===== config.mk =====
export PLATFORM = sky130hd
export DESIGN_NAME = fmwm_ram
export DESIGN_NICKNAME = d
export VERILOG_FILES = /design/src/rtl/fmwm_ram.sv
export SDC_FILE = /design/constraint.sdc
export NUM_CORES = 2
export LEC_CHECK = 0
export BUFFER_PORTS_ARGS = -buffer_cell sky130_fd_sc_hd__clkbuf_2
export CORE_UTILIZATION = 60
export CTS_CLUSTER_SIZE = 14
export DETAILED_ROUTE_END_ITERATION = 6
export GPL_TIMING_DRIVEN = 0
export PLACE_DENSITY = 0.8
export SLEW_MARGIN = 0
export SYNTH_ARGS = -nofsm -noshare
export SYNTH_HDL_FRONTEND = slang
export SYNTH_SLANG_ARGS = --single-unit

===== constraint.sdc =====
create_clock -name clk -period 2.65 [get_ports clk]
set_input_delay 0.53 -clock clk [delete_from_list [all_inputs] [get_ports clk]]
set_output_delay 0.53 -clock clk [all_outputs]
set_load 0.1 [all_outputs]

===== src/rtl/fmwm_ram.sv =====
`default_nettype none
module fmwm_ram #(
  parameter int WIDTH = 8,
  parameter int DEPTH = 256
) (
  input  wire logic                     clk,
  input  wire logic                     we,
  input  wire logic [$clog2(DEPTH)-1:0] waddr,
  input  wire logic [WIDTH-1:0]         wdata,
  input  wire logic [$clog2(DEPTH)-1:0] raddr,
  output logic      [WIDTH-1:0]         rdata
);
  logic [WIDTH-1:0] mem [DEPTH];

  always_ff @(posedge clk) begin
    if (we) mem[waddr] <= wdata;
    rdata <= mem[raddr];
  end
endmodule
`default_nettype wire


==> flow_summary.ini <==
[floorplan]
chipWidth_um = 366.1
die_area_sq_um = 134100
coreArea_sq_um = 131500
ioPinCount = 34
rows = 133
start_util = 0.6052
fp.dieH_um = 366.1

[critical_path]
worstRegToRegCells = 5
crit_buf_inv = 3
regToRegEndpoint = rdata[2]$_DFF_P_
path_cells = clkbuf_2 > buf_2 > or2_2 > buf_1 > a21oi_1 > nor4_4 > nor4_4
critPathArrivalTime_ns = 3.58
critPathMaxStageDelay_ns = 0.75
cpMostUsedCell = nor4_4
startpoint_type = input pin
criticalPathCategory = in -> reg
endpoint_kind = flip-flop
cp_data_required_time_ns = 3.30
crit_path_top_delay_cell = nor4_4
cp_max_fo = 11
r2r_start = mem[80][2]$_DFFE_PP_
rrSetupSlack_ns = 0.01
crit_family = buffers and inverters

[global_route]
met2_usage = 0.5110
grt_pass1_wl_um = 324200
grt_pass1_vias = 42206
antenna_found_initial = 11
top_usage_layer = met2
gr-usage-met1 = 0.4450
grt_max_degree = 153
overflow = 0
grt_usage = 0.3549
grtUsageMet3 = 0.1465

[min_path]
whs_endpoint = mem[197][0]$_DFFE_PP_
hold_class = in -> reg
hp-start = wdata[0]
hold_depth = 1

[clock_network]
cts_tree = built
cts-hold-fix-buffers = 0
cts-root-buf = clkbuf_16
cts_buffer_depth = 3
cts_made_buffers = 192
clk-insertion-delay-late_ns = 0.84
clk_pin_slew_ns = 0.06
clock-sinks = 2056
htree_levels = 4

[place]
port_buffers = 26
pre_cts_slack_ns = -2.611
dpl.cell_count = 5526
post-dp-hpwl_um = 150600
globalplace.congestion = 1.047

[finish]
fin_cells = 5878
area_growth_pct = 13.56
drive_gt1_frac = 0.2986
final_nets = 3992

[route]
routed_wirelength_um = 237800
ant_nets = 0
wl_per_cell_um = 40.45
viasPerCell = 7.403
num_vias = 43516
firstDrtPassIters = 7
first_iter_violations = 8335
drc = 171

[timing]
worst_pin_slew_ns = 1.488
setup_viol = 526
max_slew_margin = 0.008269
holdWs_ns = 0.2925
final-hold-violation-count = 0
fmax_mhz = 341.1
finalWorstSetupSlack_ns = -0.2816
slew_violations = 0
fin_crit_ns = 2.932
grt_setup_unrepaired = yes
fin_skew_ns = 0.02911
period_share = 1.106

[run_status]
violations = DRC, setup timing
outcome = complete, but fails checks

[synthesis]
synth_edf_count = 2048
ys_ff_latch = 2056
synthCells = 3733
synthTopCellsByCount = edfxtp_1 (2048), mux4_2 (454), nor2_1 (282)
yosys-top-cells-area = edfxtp_1 (77%), mux4_2 (13%), mux2i_1 (1.7%), nor2_1 (1.3%), a22oi_1 (1.3%)
yosysWarnings = 0
synth_top_cell_area_share = 0.7730
synth.most_common_cell = edfxtp_1
syn_area_sq_um = 79560
synthArstFlopShare = 0
synth.distinct_cells = 55
yosysTopAreaCell = edfxtp_1
yosysSeqAreaShare = 0.7750
synth_area_per_cell_sq_um = 21.31
syn_nets = 3759
synth_top_flop_cell = edfxtp_1

[power_and_ir_drop]
comb_power_share = 0.065
p_sw_frac = 0.2264
clkPwrFrac = 0.398
ir_drop_uv = 949.2
p_int_mw = 51.75
power_switching_mw = 15.14
p_seq_frac = 0.536
p_leak_nw = 27.69
power_density_nw_per_um2 = 740.4

[flow_run]
maxCapViolations = 0
[metal layers]
layer | vias to the layer above | routed length, um
met5 | - | 104
met4 | 12 | 18380
met3 | 877 | 40100
met2 | 4533 | 105100
met1 | 21931 | 74140
li1 | 16163 | -
[registers in the layout, indices dropped and copies added (netlist names)]
name,cells
mem,2048
rdata,8
[cells in the final DEF, fill, tap and decap left out, types with 13 or more instances in the layout]
cell / instances
a211oi_1: 13
a21oi_1: 76
a21oi_2: 14
a22oi_1: 128
buf_12: 15
buf_2: 22
buf_4: 40
buf_6: 38
buf_8: 14
clkbuf_1: 82
clkbuf_16: 193
clkbuf_2: 53
clkbuf_4: 31
clkinv_1: 30
clkinv_2: 42
edfxtp_1: 2048
mux2i_1: 134
mux4_2: 454
nand2_1: 32
nand3_1: 32
nor2_1: 114
nor2_2: 82
nor2_4: 86
nor2b_1: 30
nor4_4: 22
o221ai_1: 40
o22ai_1: 27
[cell families after synthesis]
| family | count (synthesis) | synth area share |
|---|---|---|
| AO/OA/AOI/OAI | 385 | 0.03419 |
| buffers and inverters | 235 | 0.01831 |
| flip-flops | 2056 | 0.7750 |
| multiplexers | 591 | 0.1462 |
| AND/OR/NAND/NOR | 466 | 0.02628 |
[stage by stage]
stage	cell area, sq um	utilization	TNS, ns	power (mW)
2_1_floorplan	79560	-	0	38.48
3_3_place_gp	81880	0.6229	-6528.68	40.37
3_5_place_dp	82270	0.6258	-1796.64	40.36
4_1_cts	89750	0.6827	-5.616	66.38
5_1_grt	90330	0.6871	-0.8863	67.83
6_report	90340	0.6872	-51.30	66.89
[final cells by class]
type | count | area (sq um)
Fill cell | 7508 | 41120
Clock buffer | 244 | 5031
Sequential cell | 2056 | 61660
Tap cell | 1755 | 2196
Timing Repair Buffer | 41 | 513.0
Clock inverter | 100 | 860.8
Multi-Input combinational cell | 1442 | 18120
Inverter | 2 | 8.758
Buffer | 231 | 1933
Antenna cell | 7 | 17.52
[worst max-delay path by stage]
stage	startpoint	to	slack (ns)	cells past startpoint
after floorplan	raddr[0]	rdata[2]$_DFF_P_	0.18	9
after global placement	raddr[1]	rdata[3]$_DFF_P_	-2.62	9
after detailed placement	raddr[1]	rdata[4]$_DFF_P_	-2.61	9
after CTS	waddr[3]	mem[123][3]$_DFFE_PP_	-0.14	6
after global routing	raddr[1]	rdata[3]$_DFF_P_	-0.09	9
final	raddr[5]	rdata[0]$_DFF_P_	-0.28	7
[what timing repair did]
action                                   CTS  global route
pin swaps                                 13            16
resized for setup                        476           168
buffers inserted                           1             2
endpoints found under the setup margin  1288          1116
[power groups by stage]
stage	registers [mW]	clock network (mW)	logic, mW
2_1_floorplan	36.7	0	1.74
3_3_place_gp	36.7	0	3.64
3_5_place_dp	36.6	0	3.79
4_1_cts	35.9	26.4	4.08
5_1_grt	35.9	27.6	4.34
6_report	35.9	26.6	4.37
(Power assumes the default switching activity.)
