## src/rtl/fmwm_pkg.sv

```systemverilog
`default_nettype none
package fmwm_pkg;

  localparam int HISTORY_DEPTH_DEF = 256;

  localparam int TIMES_W = 48;
  localparam int LOADS_W = 60;
  localparam int ACC_W   = 28;
  localparam int IN_W    = 112;
  localparam int OUT_W   = 120;
  localparam int CFG_AW  = 2;

  localparam logic [CFG_AW-1:0] CFG_AVG_WINDOW = 2'd0;
  localparam logic [CFG_AW-1:0] CFG_MAX_ISSUES = 2'd1;
  localparam logic [CFG_AW-1:0] CFG_TARGET_FPS = 2'd2;

  localparam logic [15:0] LOW_FPS_LIMIT    = 16'd1280;
  localparam logic [15:0] HIGH_LAT_LIMIT   = 16'd5120;
  localparam logic [15:0] GPU_BOTTLE_LIMIT = 16'd24320;
  localparam logic [15:0] HIGH_MEM_LIMIT   = 16'd4096;
  localparam logic [15:0] FOV_FPS_LIMIT    = 16'd1360;
  localparam logic [15:0] FOV_GPU_LIMIT    = 16'd21760;
  localparam logic [15:0] RAISE_GPU_LIMIT  = 16'd17920;

  typedef enum logic [2:0] {
    ST_IDLE,
    ST_READ,
    ST_ACC,
    ST_DIV,
    ST_FLAGS,
    ST_OUT
  } state_t;

  typedef struct packed {
    logic start;
    logic [ACC_W-1:0] dividend;
  } div_req_t;

  typedef struct packed {
    logic busy;
    logic done;
    logic [ACC_W-1:0] quot;
  } div_rsp_t;

endpackage
`default_nettype wire

```

## src/rtl/fmwm_div.sv

```systemverilog
`default_nettype none
// Restoring divider, one quotient bit per cycle; divisor held by caller.
module fmwm_div import fmwm_pkg::*; #(
  parameter int NW = 9
) (
  input  wire logic          clk,
  input  wire logic          rst_n,
  input  wire div_req_t      req,
  input  wire logic [NW-1:0] divisor,
  output div_rsp_t           rsp
);
  localparam int CW = $clog2(ACC_W + 1);

  logic [ACC_W-1:0] quot_r, quot_nxt;
  logic [NW:0]      rem_r, rem_nxt;
  logic [CW-1:0]    cnt_r, cnt_nxt;
  logic             busy_r, busy_nxt, done_r, done_nxt;
  logic [NW+1:0]    trial;

  always_comb begin
    quot_nxt = quot_r;
    rem_nxt  = rem_r;
    cnt_nxt  = cnt_r;
    busy_nxt = busy_r;
    done_nxt = 1'b0;
    trial    = '0;
    if (req.start) begin
      quot_nxt = req.dividend;
      rem_nxt  = '0;
      cnt_nxt  = CW'(ACC_W);
      busy_nxt = 1'b1;
    end else if (busy_r) begin
      // shift in next dividend bit, subtract when it fits
      trial    = {rem_r, quot_r[ACC_W-1]} - {2'b00, divisor};
      if (!trial[NW+1]) begin
        rem_nxt  = trial[NW:0];
        quot_nxt = {quot_r[ACC_W-2:0], 1'b1};
      end else begin
        rem_nxt  = {rem_r[NW-1:0], quot_r[ACC_W-1]};
        quot_nxt = {quot_r[ACC_W-2:0], 1'b0};
      end
      cnt_nxt = cnt_r - 1'b1;
      if (cnt_r == CW'(1)) begin
        busy_nxt = 1'b0;
        done_nxt = 1'b1;
      end
    end
  end

  always_ff @(posedge clk) begin
    if (!rst_n) begin
      busy_r <= 1'b0;
      done_r <= 1'b0;
      cnt_r  <= '0;
    end else begin
      busy_r <= busy_nxt;
      done_r <= done_nxt;
      cnt_r  <= cnt_nxt;
    end
    quot_r <= quot_nxt;
    rem_r  <= rem_nxt;
  end

  assign rsp.busy = busy_r;
  assign rsp.done = done_r;
  assign rsp.quot = quot_r;
endmodule
`default_nettype wire

```

## config.mk

```make
export PLATFORM = sky130hd
export DESIGN_NAME = fmwm_div
export DESIGN_NICKNAME = d
export VERILOG_FILES = /design/src/rtl/fmwm_pkg.sv /design/src/rtl/fmwm_div.sv
export SDC_FILE = /design/constraint.sdc
export NUM_CORES = 1
export LEC_CHECK = 0
export ABC_AREA = 0
export BUFFER_PORTS_ARGS = -buffer_cell sky130_fd_sc_hd__buf_4
export CAP_MARGIN = 20
export CORE_ASPECT_RATIO = 0.7
export CORE_MARGIN = 1.5
export CORE_UTILIZATION = 40
export DETAILED_ROUTE_END_ITERATION = 10
export GPL_TIMING_DRIVEN = 0
export PLACE_DENSITY_LB_ADDON = 0.3
export SLEW_MARGIN = 20
export SYNTH_ARGS = -nofsm -noshare
export SYNTH_HDL_FRONTEND = slang
export SYNTH_SLANG_ARGS = --single-unit
export TNS_END_PERCENT = 50
```

## constraint.sdc

```tcl
create_clock -name clk -period 3.4 [get_ports clk]
set_clock_uncertainty 0.2 [all_clocks]
set_input_delay 0.34 -clock clk [delete_from_list [all_inputs] [get_ports clk]]
set_output_delay 0.34 -clock clk [all_outputs]
set_load 0.03 [all_outputs]
```

==> results by group, run 1 <==
Run status
  • Run status: finished clean

Place
  • Number of port buffers: 69
  • GPL Wtd Cong: 0.8238
  • Dpl cell area: 0.003014 mm^2
  • Post-DP HPWL: 3.858 mm
  • Placed instance count: 350

Critical path
  • Worst-path cell chain: inv_1 > ha_1 > inv_1 > fa_1 > a21o_1 > a21oi_1 > o221a_2 > xnor2_2 > buf_6 > mux2i_1 > a211oi_2
  • Critical Path End Type: flop
  • Crit path top cell by count: inv_1
  • CP startpoint kind: flop
  • Slowest cell on crit path: fa_1
  • Req. time, crit path: 3380 ps
  • Setup crit end: rem_r[6]$_SDFFE_PP0P_
  • Reg2Reg Setup Slack: 600 ps
  • Critical path class: reg2reg
  • Crit-path max cell delay: 410 ps
  • Crit-path max FO: 10
  • Buf/Inv on CP: 3
  • Total stage count of the critical path: 11
  • Worst reg-to-reg path cell count: 11
  • Reg-to-Reg End: rem_r[6]$_SDFFE_PP0P_
  • Delay-heaviest family, CP: compound AO/OA/AOI/OAI gates
  • Critical Path AT: 2780 ps
  • Reg-to-Reg Start: quot_r[27]$_DFFE_PP_
  • Critical path origin: quot_r[27]$_DFFE_PP_

Timing
  • FMAX: 0.3571 GHz
  • Crit share post-route: 82.36%
  • Max-slew headroom: 34.86%
  • Post-route minimum period: 2800 ps
  • Worst slew pin tran: 971.1 ps
  • Setup violations, final: 0
  • Slew Limit Fails: 0
  • Setup_tns: 0 ps
  • Final Hold Fails: 0
  • Unrepaired setup endpoints after global routing: no

Route
  • DR DRC count: 0
  • Drt wl/cell: 14.25 um
  • Routed vias: 1,753
  • DRT antenna net count: 0
  • First drt pass iteration count: 4
  • Final wirelength: 5.100 mm
  • Starting DRT DRC Count: 98
  • Avg Vias per Cell: 4.897

Clocking
  • Max H-tree Level: 2
  • Clock sink count: 45
  • TritonCTS Buffers: 5
  • Hold_buf cts: 0
  • Clock Path Buffers: 2
  • CTS tree: built
  • # resized after CTS: 0
  • Post-CTS setup buffers: 0
  • Reg clk slew, reported paths: 90 ps
  • Clock Latency Late Sink: 300 ps
  • Clk root buf: clkbuf_8

Cells and area
  • Share of cells above drive strength 1: 40.64%
  • Finished Cell Area: 0.003098 mm^2
  • Ant. Diodes: 0
  • Syn-to-layout area delta: 28.96%
  • Final net count: 334
  • Final std cells w/o fill: 358

Pwr
  • Leak: 1.323 nW
  • Worst IR Drop VDD: 0.2441 mV
  • PwrDens: 458.9 mW/mm^2

Die
  • Core area: 0.005756 mm^2
  • Die Y: 67.84 um
  • Die area: 0.006487 mm^2
  • Die W: 95.63 um
  • IO Count: 70
  • Core Rows: 23
  • Initial Util: 41.74%

Global routing
  • First-pass GRT wire length: 7.941 mm
  • GRT overflow: 0
  • Largest net degree at the start of global routing: 29
  • Initial antenna violation count: 0
  • Vias in the first global route: 1,655
  • Overall routing resource usage: 16.12%

Yosys
  • Top cells by area, synth: edfxtp_1, dfxtp_1, mux2_2, ha_1, mux2i_1
  • Adder-cell share of the synthesized area: 6.563%
  • Post-Synth XOR/XNOR Area: 4.323%
  • Main combinational cell family by area after synthesis: multiplexers
  • Part of the Yosys area used for sequential elements: 49.17%
  • Synth top area share: 35.00%
  • EDFF count, synth: 28
  • Post-Syn Nets: 258
  • Cells after Synth: 206
  • Syn avg cell area: 11.66 um^2
  • Compound-Gate Fraction of Synth Area: 9.479%
  • Synth cell types: 36
  • Post-synthesis mux area share: 16.93%
  • Simple-Gate Fraction of Synth Area: 8.073%
  • Cell taking the most area after synthesis: edfxtp_1
  • Ys async rst share: 0%
  • Ys Warns: 0
  • Synth Flop Type: edfxtp_1
  • Mapped Area: 0.002402 mm^2
  • Post-synthesis register bit count: 45

Worst hold path
  • Worst hold path class: in2reg

Flow run
  • Max_cap viols: 0
## how the worst min path moves through the flow
stage,start,slack [ps],cells after the start,to
floorplan,rem_r[1]$_SDFFE_PP0P_,250,2,rem_r[1]$_SDFFE_PP0P_
global placement,rem_r[2]$_SDFFE_PP0P_,270,2,rem_r[2]$_SDFFE_PP0P_
detailed placement,rem_r[3]$_SDFFE_PP0P_,290,2,rem_r[3]$_SDFFE_PP0P_
CTS,rst_n,120,3,cnt_r[0]$_SDFFE_PP0P_
global route,rst_n,120,3,cnt_r[0]$_SDFFE_PP0P_
finish,rst_n,120,3,cnt_r[0]$_SDFFE_PP0P_
## registers in the layout, indices dropped and copies added, names as in the netlist
name,count
rem_r,10
quot_r,28
cnt_r,5
done_r,1
busy_r,1
## stage by stage
step	hold WS (ps)	setup slack [ps]	utilization (%)	total power, mW
after detailed placement	287.8	620.1	52.37	1.108
after global placement	274.4	655.9	52.37	1.100
after CTS	119.8	596.9	53.83	1.429
after floorplan	250.1	641.4	-	0.9674
after global routing	119.0	435.7	53.83	1.487
final	119.5	599.7	53.83	1.422
## cells in the final DEF, fill, tap and decap left out, drive strengths merged, types with 2 or more instances in the layout
| cell type | count |
|---|---|
| a211oi | 4 |
| a21o | 4 |
| a21oi | 7 |
| and3 | 2 |
| buf | 75 |
| clkbuf | 10 |
| dfxtp | 17 |
| edfxtp | 28 |
| ha | 11 |
| inv | 15 |
| mux2 | 29 |
| mux2i | 8 |
| nand2 | 12 |
| nand2b | 4 |
| nand3 | 3 |
| nor2 | 16 |
| nor3 | 2 |
| o211ai | 2 |
| o21ai | 10 |
| xnor2 | 7 |
| xor2 | 4 |
## routing by layer
| layer | up-vias | global-route usage (%) | routed length, um |
|---|---|---|---|
| li1 | 890 | - | - |
| met1 | 827 | 23.88 | 2591 |
| met2 | 31 | 23.15 | 2262 |
| met3 | 5 | 4.111 | 203 |
| met4 | 0 | 4.412 | 42 |
| met5 | - | 0 | 0 |
## worst register-to-register path, cell delays in order, from the launching register on
cell and delay, ps:
edfxtp_1 400, inv_1 80, ha_1 150, inv_1 50
fa_1 410, a21o_1 190, a21oi_1 240, o221a_2 270
xnor2_2 160, buf_6 210, mux2i_1 240, a211oi_2 90
## cells by family (layout without fill, tap and decap cells)
group,after synthesis,in the layout
AOI/OAI and AO/OA,34,34
xor gates and xnor gates,11,11
adders and majority gates,12,12
buffers and inverters,25,102
DFF,45,45
muxes,37,37
and+or+nand+nor,42,42
## where the power goes
group	leakage, nW	internal, mW	switching, mW	total [mW]
sequential	0.421	0.644	0.0347	0.679
combinational	0.863	0.196	0.222	0.418
clock	0.0385	0.146	0.180	0.325
total	1.32	0.986	0.436	1.42
## cells in the mapped netlist, types with 6 or more instances
cell and instances:
mux2_2 29, inv_1 16, edfxtp_1 28, dfxtp_1 17, mux2i_1 8, xnor2_1 6, o21ai_0 10, a21oi_1 7
ha_1 11, nor2_1 16, nand2_1 12
## layout make-up
cell class / instances / area [um^2]
fillers: 537 / 2658
flip-flops and latches: 45 / 1181
multi-input cells: 136 / 1090
repair buffers: 69 / 518.0
well taps: 75 / 93.84
clock buffers: 7 / 76.32
plain buffers: 9 / 71.32
inverters: 16 / 60.06
clock inverters: 1 / 7.507
Power figures use the tool's default switching activity.
==> inputs of run 2 (changes only) <==
--- a/config.mk
+++ b/config.mk
@@ -5,7 +5,7 @@
 export SDC_FILE = /design/constraint.sdc
 export NUM_CORES = 1
 export LEC_CHECK = 0
-export ABC_AREA = 0
+export ABC_AREA = 1
 export BUFFER_PORTS_ARGS = -buffer_cell sky130_fd_sc_hd__buf_4
 export CAP_MARGIN = 20
 export CORE_ASPECT_RATIO = 0.7
==> constraint.sdc (replaced) <==
create_clock -name clk -period 2.5 [get_ports clk]
set_clock_uncertainty 0.2 [all_clocks]
set_input_delay 0.25 -clock clk [delete_from_list [all_inputs] [get_ports clk]]
set_output_delay 0.25 -clock clk [all_outputs]
set_load 0.03 [all_outputs]
==> results by group, run 2 <==
Timing
  • Setup violations, final: 0 (unchanged)
  • Final Hold Fails: 0 (unchanged)
  • Post-route minimum period: 2274 ps (-526.8 ps)
  • Setup_tns: 0 ps (unchanged)
  • Unrepaired setup endpoints after global routing: no
  • Crit share post-route: 90.94% (+8.6 points)
  • Worst slew pin tran: 507.4 ps (-463.7 ps)
  • Fin Hold WS: 16.06 ps (-103.4 ps)
  • FMAX: 0.4398 GHz (+23%)
  • Max-slew headroom: 66.13% (+31 points)
  • Slew Limit Fails: 0 (unchanged)

Yosys
  • Post-Syn Nets: 398 (+54%)
  • Mapped Area: 0.002567 mm^2 (+6.9%)
  • Ys async rst share: 0% (unchanged)
  • Cells after Synth: 346 (+68%)
  • Synth Flop Type: edfxtp_1
  • Commonest cells post-synth: nand2_1, inv_1, edfxtp_1, nand3_1, nor2_1
  • Adder-cell share of the synthesized area: 6.140% (-0.42 points)
  • Main combinational cell family by area after synthesis: simple AND/OR/NAND/NOR gates
  • Post-synthesis mux area share: 0% (-17 points)
  • Part of the Yosys area used for sequential elements: 46.00% (-3.2 points)
  • Top-count cell post-synth: nand2_1
  • Syn avg cell area: 7.420 um^2 (-36%)
  • Top cells by area, synth: edfxtp_1, nand2_1, dfxtp_1, inv_1, ha_1
  • Ys Warns: 0 (unchanged)
  • Simple-Gate Fraction of Synth Area: 33.97% (+26 points)
  • Cell taking the most area after synthesis: edfxtp_1
  • EDFF count, synth: 28 (unchanged)
  • Post-synthesis register bit count: 45 (unchanged)
  • Compound-Gate Fraction of Synth Area: 3.119% (-6.4 points)
  • Post-Synth XOR/XNOR Area: 1.706% (-2.6 points)
  • Synth cell types: 27 (-25%)
  • Synth top area share: 32.75% (-2.3 points)

Cells and area
  • Highest-count cells in the layout ignoring fill and taps: nand2_1, buf_4, inv_1
  • Syn-to-layout area delta: 30.51%
  • Fin util: 53.91% (+0.079 points)
  • Commonest non-fill, non-tap cell in the layout: nand2_1
  • Top reg by flops: quot_r
  • Ant. Diodes: 0 (unchanged)
  • Finished Cell Area: 0.003351 mm^2 (+8.2%)
  • Share of cells above drive strength 1: 21.93% (-19 points)
  • Top Registers: quot_r (28), rem_r (10), cnt_r (5)
  • Max FFs per register: 28 (unchanged)
  • Final std cells w/o fill: 502 (+40%)
  • Final net count: 475 (+42%)

Route
  • DRT antenna net count: 0 (unchanged)
  • Drt wl/cell: 11.92 um (-16%)
  • Final wirelength: 5.982 mm (+17%)
  • Avg Vias per Cell: 4.635 (-5.3%)
  • First drt pass iteration count: 7 (+3)
  • DR DRC count: 4 (+4)
  • Routed vias: 2,327 (+33%)
  • Starting DRT DRC Count: 124 (+27%)

Clocking
  • # resized after CTS: 0 (unchanged)
  • TritonCTS Buffers: 5 (unchanged)
  • Clock sink count: 45 (unchanged)
  • CTS tree: built
  • Max H-tree Level: 2 (unchanged)
  • Clock Path Buffers: 2 (unchanged)
  • Reg clk slew, reported paths: 90 ps (about the same)
  • Clk root buf: clkbuf_8
  • Clock Latency Late Sink: 300 ps (about the same)

Global routing
  • Initial antenna violation count: 0 (unchanged)
  • Vias in the first global route: 2,137 (+29%)
  • Largest net degree at the start of global routing: 30 (+3.4%)
  • First-pass GRT wire length: 10.05 mm (+27%)
  • Overall routing resource usage: 18.31% (+2.2 points)
  • GRT overflow: 0 (unchanged)

Pwr
  • Leak: 1.760 nW (+33%)
  • Worst IR Drop VDD: 0.3200 mV (+31%)
  • PwrDens: 679.6 mW/mm^2 (+48%)

Die
  • Core Rows: 24 (+4.3%)
  • Die area: 0.006916 mm^2 (+6.6%)
  • Initial Util: 41.30% (-0.43 points)
  • Die Y: 70.03 um (+3.2%)
  • Core area: 0.006216 mm^2 (+8.0%)
  • IO Count: 70 (unchanged)
  • Die W: 98.76 um (+3.3%)

Critical path
  • Critical Path End Type: flop
  • Worst reg-to-reg path cell count: 9 (-2)
  • Crit-path max FO: 10 (unchanged)
  • CP startpoint kind: flop
  • Critical Path AT: 2120 ps (-660 ps)
  • Critical path class: reg2reg
  • Req. time, crit path: 2340 ps (-1040 ps)

Worst hold path
  • Hold path depth: 3 (unchanged)
  • Worst hold path class: in2reg

Place
  • Post-DP HPWL: 4.541 mm (+18%)
  • Dpl cell area: 0.003176 mm^2 (+5.4%)
  • Placed instance count: 492 (+41%)
  • Number of port buffers: 68 (-1.4%)
  • GPL Wtd Cong: 0.9073 (+10%)

Flow run
  • Max_cap viols: 0 (unchanged)

Run status
  • Violated checks: DRC
  • Run status: finished with violations
## run 2: cell types whose count changed after synthesis, sizes merged, moves of 3 or more
cell / change
nand3: +19
a21o: -4
mux2: -29
nand4: +4
mux2i: -8
nand2: +153
a211oi: -3
xnor2: -5
o21ai: -8
inv: +29
nor2: +5
nand2b: -4
## run 2: stage by stage
step / total power [mW] / setup slack, ps
after floorplan: 1.405 / 282.3
after global placement: 1.614 / 268.2
after detailed placement: 1.626 / 238.3
after CTS: 2.286 / 223.6
after global routing: 2.413 / 88.01
final: 2.277 / 226.5
## run 2: per-layer routing
layer / vias up / track usage (%) / part of all wire [%]
met4: 0 / 4.762 / 1.7
met5: - / 0 / 0
met2: 68 / 27.13 / 44
met1: 1020 / 26.40 / 49
li1: 1229 / - / -
met3: 10 / 5.005 / 5.8
## run 2: kinds of logic (layout without fill, tap and decap cells)
group,after synthesis,count (layout)
DFF,45,45
and+or+nand+nor,214,214
xor gates and xnor gates,5,5
adders and majority gates,12,12
AOI/OAI and AO/OA,14,14
buffers and inverters,56,134
## run 2: worst paths after layout
check / startpoint / end / slack (ps)
setup / recovery: quot_r[27]$_DFFE_PP_ / quot_r[0]$_DFFE_PP_ / 230
hold / removal: req[6] / quot_r[6]$_DFFE_PP_ / 20
setup reg to reg: quot_r[27]$_DFFE_PP_ / quot_r[0]$_DFFE_PP_ / 230
hold reg to reg: rem_r[8]$_SDFFE_PP0P_ / rem_r[8]$_SDFFE_PP0P_ / 280
## run 2: area by class of cell
class,instances,area (um^2)
buffer,11,63.81
clock buffer,5,68.82
clock inverter,3,68.82
fill,581,2865
inverter,45,168.9
multi-input combinational,245,1154
sequential,45,1181
tap,78,97.59
timing repair buffer,70,548.0
## run 2: report_power, final
| part | leakage, nW | total (mW) | internal [mW] | switching (mW) |
|---|---|---|---|---|
| clock | 0.0687 | 0.655 | 0.402 | 0.253 |
| sequential | 0.427 | 0.932 | 0.879 | 0.0527 |
| combinational | 1.26 | 0.690 | 0.265 | 0.424 |
## run 2: timing repair
action / in CTS / in global routing
hold buffers: 1 / 0
endpoints found under the hold margin: 2 / 0
buffers inserted: 0 / 0
## run 2: critical path: stages, from the launching register on
cell      delay, ps
edfxtp_1        420
inv_1           100
ha_1            140
inv_1            90
fa_1            470
nand3_2         140
nand4_1         100
nand2_2         100
buf_6           160
o21ai_0          80
==> inputs of run 3 (changes only) <==
--- a/config.mk
+++ b/config.mk
@@ -12,7 +12,6 @@
 export CORE_MARGIN = 1.5
 export CORE_UTILIZATION = 40
 export DETAILED_ROUTE_END_ITERATION = 10
-export GPL_TIMING_DRIVEN = 0
 export PLACE_DENSITY_LB_ADDON = 0.3
 export SLEW_MARGIN = 20
 export SYNTH_ARGS = -nofsm -noshare
==> results by group, run 3 (synthesized netlist as in run 2, its figures left out) <==
Timing
  • Unrepaired setup endpoints after global routing: no
  • Slew Limit Fails: 0 (unchanged)
  • Crit share post-route: 87.42% (-3.5 points)
  • FMAX: 0.4575 GHz (+4.0%)
  • Setup_tns: 0 ps (unchanged)
  • Post-route minimum period: 2186 ps (-87.97 ps)
  • Max-slew headroom: 52.22% (-14 points)
  • Final Hold Fails: 0 (unchanged)
  • Setup violations, final: 0 (unchanged)
  • Worst slew pin tran: 715.9 ps (+208.5 ps)

Die
  • Die area: 0.006916 mm^2 (unchanged)
  • Die Y: 70.03 um (unchanged)
  • Die W: 98.76 um (unchanged)
  • Core area: 0.006216 mm^2 (unchanged)
  • Initial Util: 41.30% (unchanged)
  • IO Count: 70 (unchanged)
  • Core Rows: 24 (unchanged)

Global routing
  • First-pass GRT wire length: 9.832 mm (-2.1%)
  • Vias in the first global route: 2,120 (-0.80%)
  • GRT overflow: 0 (unchanged)
  • Largest net degree at the start of global routing: 29 (-3.3%)
  • Overall routing resource usage: 17.68% (-0.63 points)
  • Initial antenna violation count: 0 (unchanged)

Clocking
  • Clock Latency Late Sink: 290 ps (about the same)
  • Clock sink count: 45 (unchanged)
  • Clk root buf: clkbuf_8
  • Clock Path Buffers: 2 (unchanged)
  • Max H-tree Level: 2 (unchanged)
  • TritonCTS Buffers: 5 (unchanged)
  • Reg clk slew, reported paths: 80 ps (about the same)
  • Post-CTS setup buffers: 0 (unchanged)
  • CTS tree: built

Cells and area
  • Syn-to-layout area delta: 25.88%
  • Commonest non-fill, non-tap cell in the layout: nand2_1
  • Share of cells above drive strength 1: 21.15% (-0.78 points)
  • Final net count: 467 (-1.7%)
  • Top reg by flops: quot_r
  • Ant. Diodes: 0 (unchanged)
  • Fin util: 51.99% (-1.9 points)
  • Max FFs per register: 28 (unchanged)
  • Top Registers: quot_r (28), rem_r (10), cnt_r (5)
  • Highest-count cells in the layout ignoring fill and taps: nand2_1, buf_4, inv_1

Critical path
  • Crit path top cell by count: inv_1
  • Crit-path max cell delay: 460 ps (about the same)
  • Worst-path cell chain: inv_1 > ha_1 > inv_1 > fa_1 > nand3_2 > nand3_1 > nand2_1 > nand2_2 > o21ai_0
  • Slowest cell on crit path: fa_1
  • Req. time, crit path: 2430 ps (+90 ps)
  • Crit-path max FO: 11 (+1)
  • Critical Path AT: 2110 ps (about the same)
  • Critical path class: reg2reg
  • CP startpoint kind: flop
  • Critical Path End Type: flop
  • Reg2Reg Setup Slack: 310 ps (+90 ps)

Route
  • Starting DRT DRC Count: 137 (+10%)
  • Drt wl/cell: 11.88 um (-0.33%)
  • Routed vias: 2,301 (-1.1%)
  • Final wirelength: 5.867 mm (-1.9%)
  • DRT antenna net count: 0 (unchanged)
  • First drt pass iteration count: 7 (unchanged)
  • WL met1: 2.946 mm (+1.3%)
  • DR DRC count: 4 (unchanged)
  • WL met3: 298 um (-14%)
  • Avg Vias per Cell: 4.658 (+0.48%)
  • DR WL met2: 2.563 mm (-2.3%)
  • Top layer in use: met4

Place
  • Number of port buffers: 69 (+1.5%)
  • Post-DP HPWL: 4.484 mm (-1.3%)
  • GPL Wtd Cong: 0.8976 (-1.1%)

Pwr
  • Worst IR Drop VDD: 0.2832 mV (-12%)
  • PwrDens: 622.9 mW/mm^2 (-8.3%)
  • Leak: 1.702 nW (-3.3%)

Run status
  • Violated checks: DRC
  • Run status: finished with violations

Flow run
  • Max_cap viols: 0 (unchanged)

Worst hold path
  • Worst hold path class: in2reg
## run 3: path summary, 6_finish.rpt
check,from,endpoint,cells past startpoint
max,quot_r[27]$_DFFE_PP_,quot_r[0]$_DFFE_PP_,9
min,req[19],quot_r[19]$_DFFE_PP_,3
max reg2reg,quot_r[27]$_DFFE_PP_,quot_r[0]$_DFFE_PP_,9
min reg2reg,rem_r[5]$_SDFFE_PP0P_,rem_r[5]$_SDFFE_PP0P_,2
## run 3: repair_timing
action / in CTS / in global routing
resized for setup: 0 / 0
endpoints found under the hold margin: 1 / 0
hold buffers: 1 / 0
## run 3: critical path: cells and delay by family (launching register included)
family | cells | cell delay (ps)
adder cells (fa/ha/maj) | 2 | 600
buffers and inverters | 2 | 160
AND/OR/NAND/NOR | 4 | 470
AO/OA/AOI/OAI | 1 | 210
flip-flops | 1 | 390
## run 3: per-stage QoR
stage                     setup WS [ps]  hold slack (ps)  cell area (um^2)  instances  total power [mW]
after CTS                         290.4            22.46              3232        494             2.034
after floorplan                   282.3            161.0              2567        346             1.405
after global placement            390.4            263.7              3142        485             1.599
after detailed placement          331.0            272.5              3142        485             1.611
final                             314.4            28.50              3232        494             2.013
after global routing              85.55            22.53              3232        494             2.153
## run 3: per-layer routing
layer,up-vias,track usage (%)
met5,-,0
met4,0,3.968
met3,7,4.304
met2,52,26.05
met1,1029,26.21
li1,1213,-
## run 3: area by class of cell
class / instances / area [um^2]
Clock buffer: 7 / 76.32
Clock inverter: 1 / 3.754
Fill cell: 626 / 2984
Inverter: 45 / 168.9
Multi-Input combinational cell: 245 / 1154
Sequential cell: 45 / 1181
Tap cell: 78 / 97.59
Timing Repair Buffer: 73 / 550.5
## run 3: where the power goes
group	total [mW]	leakage, nW	internal, mW	switching, mW
sequential	0.934	0.427	0.880	0.0542
combinational	0.659	1.24	0.248	0.411
clock	0.420	0.0399	0.195	0.226
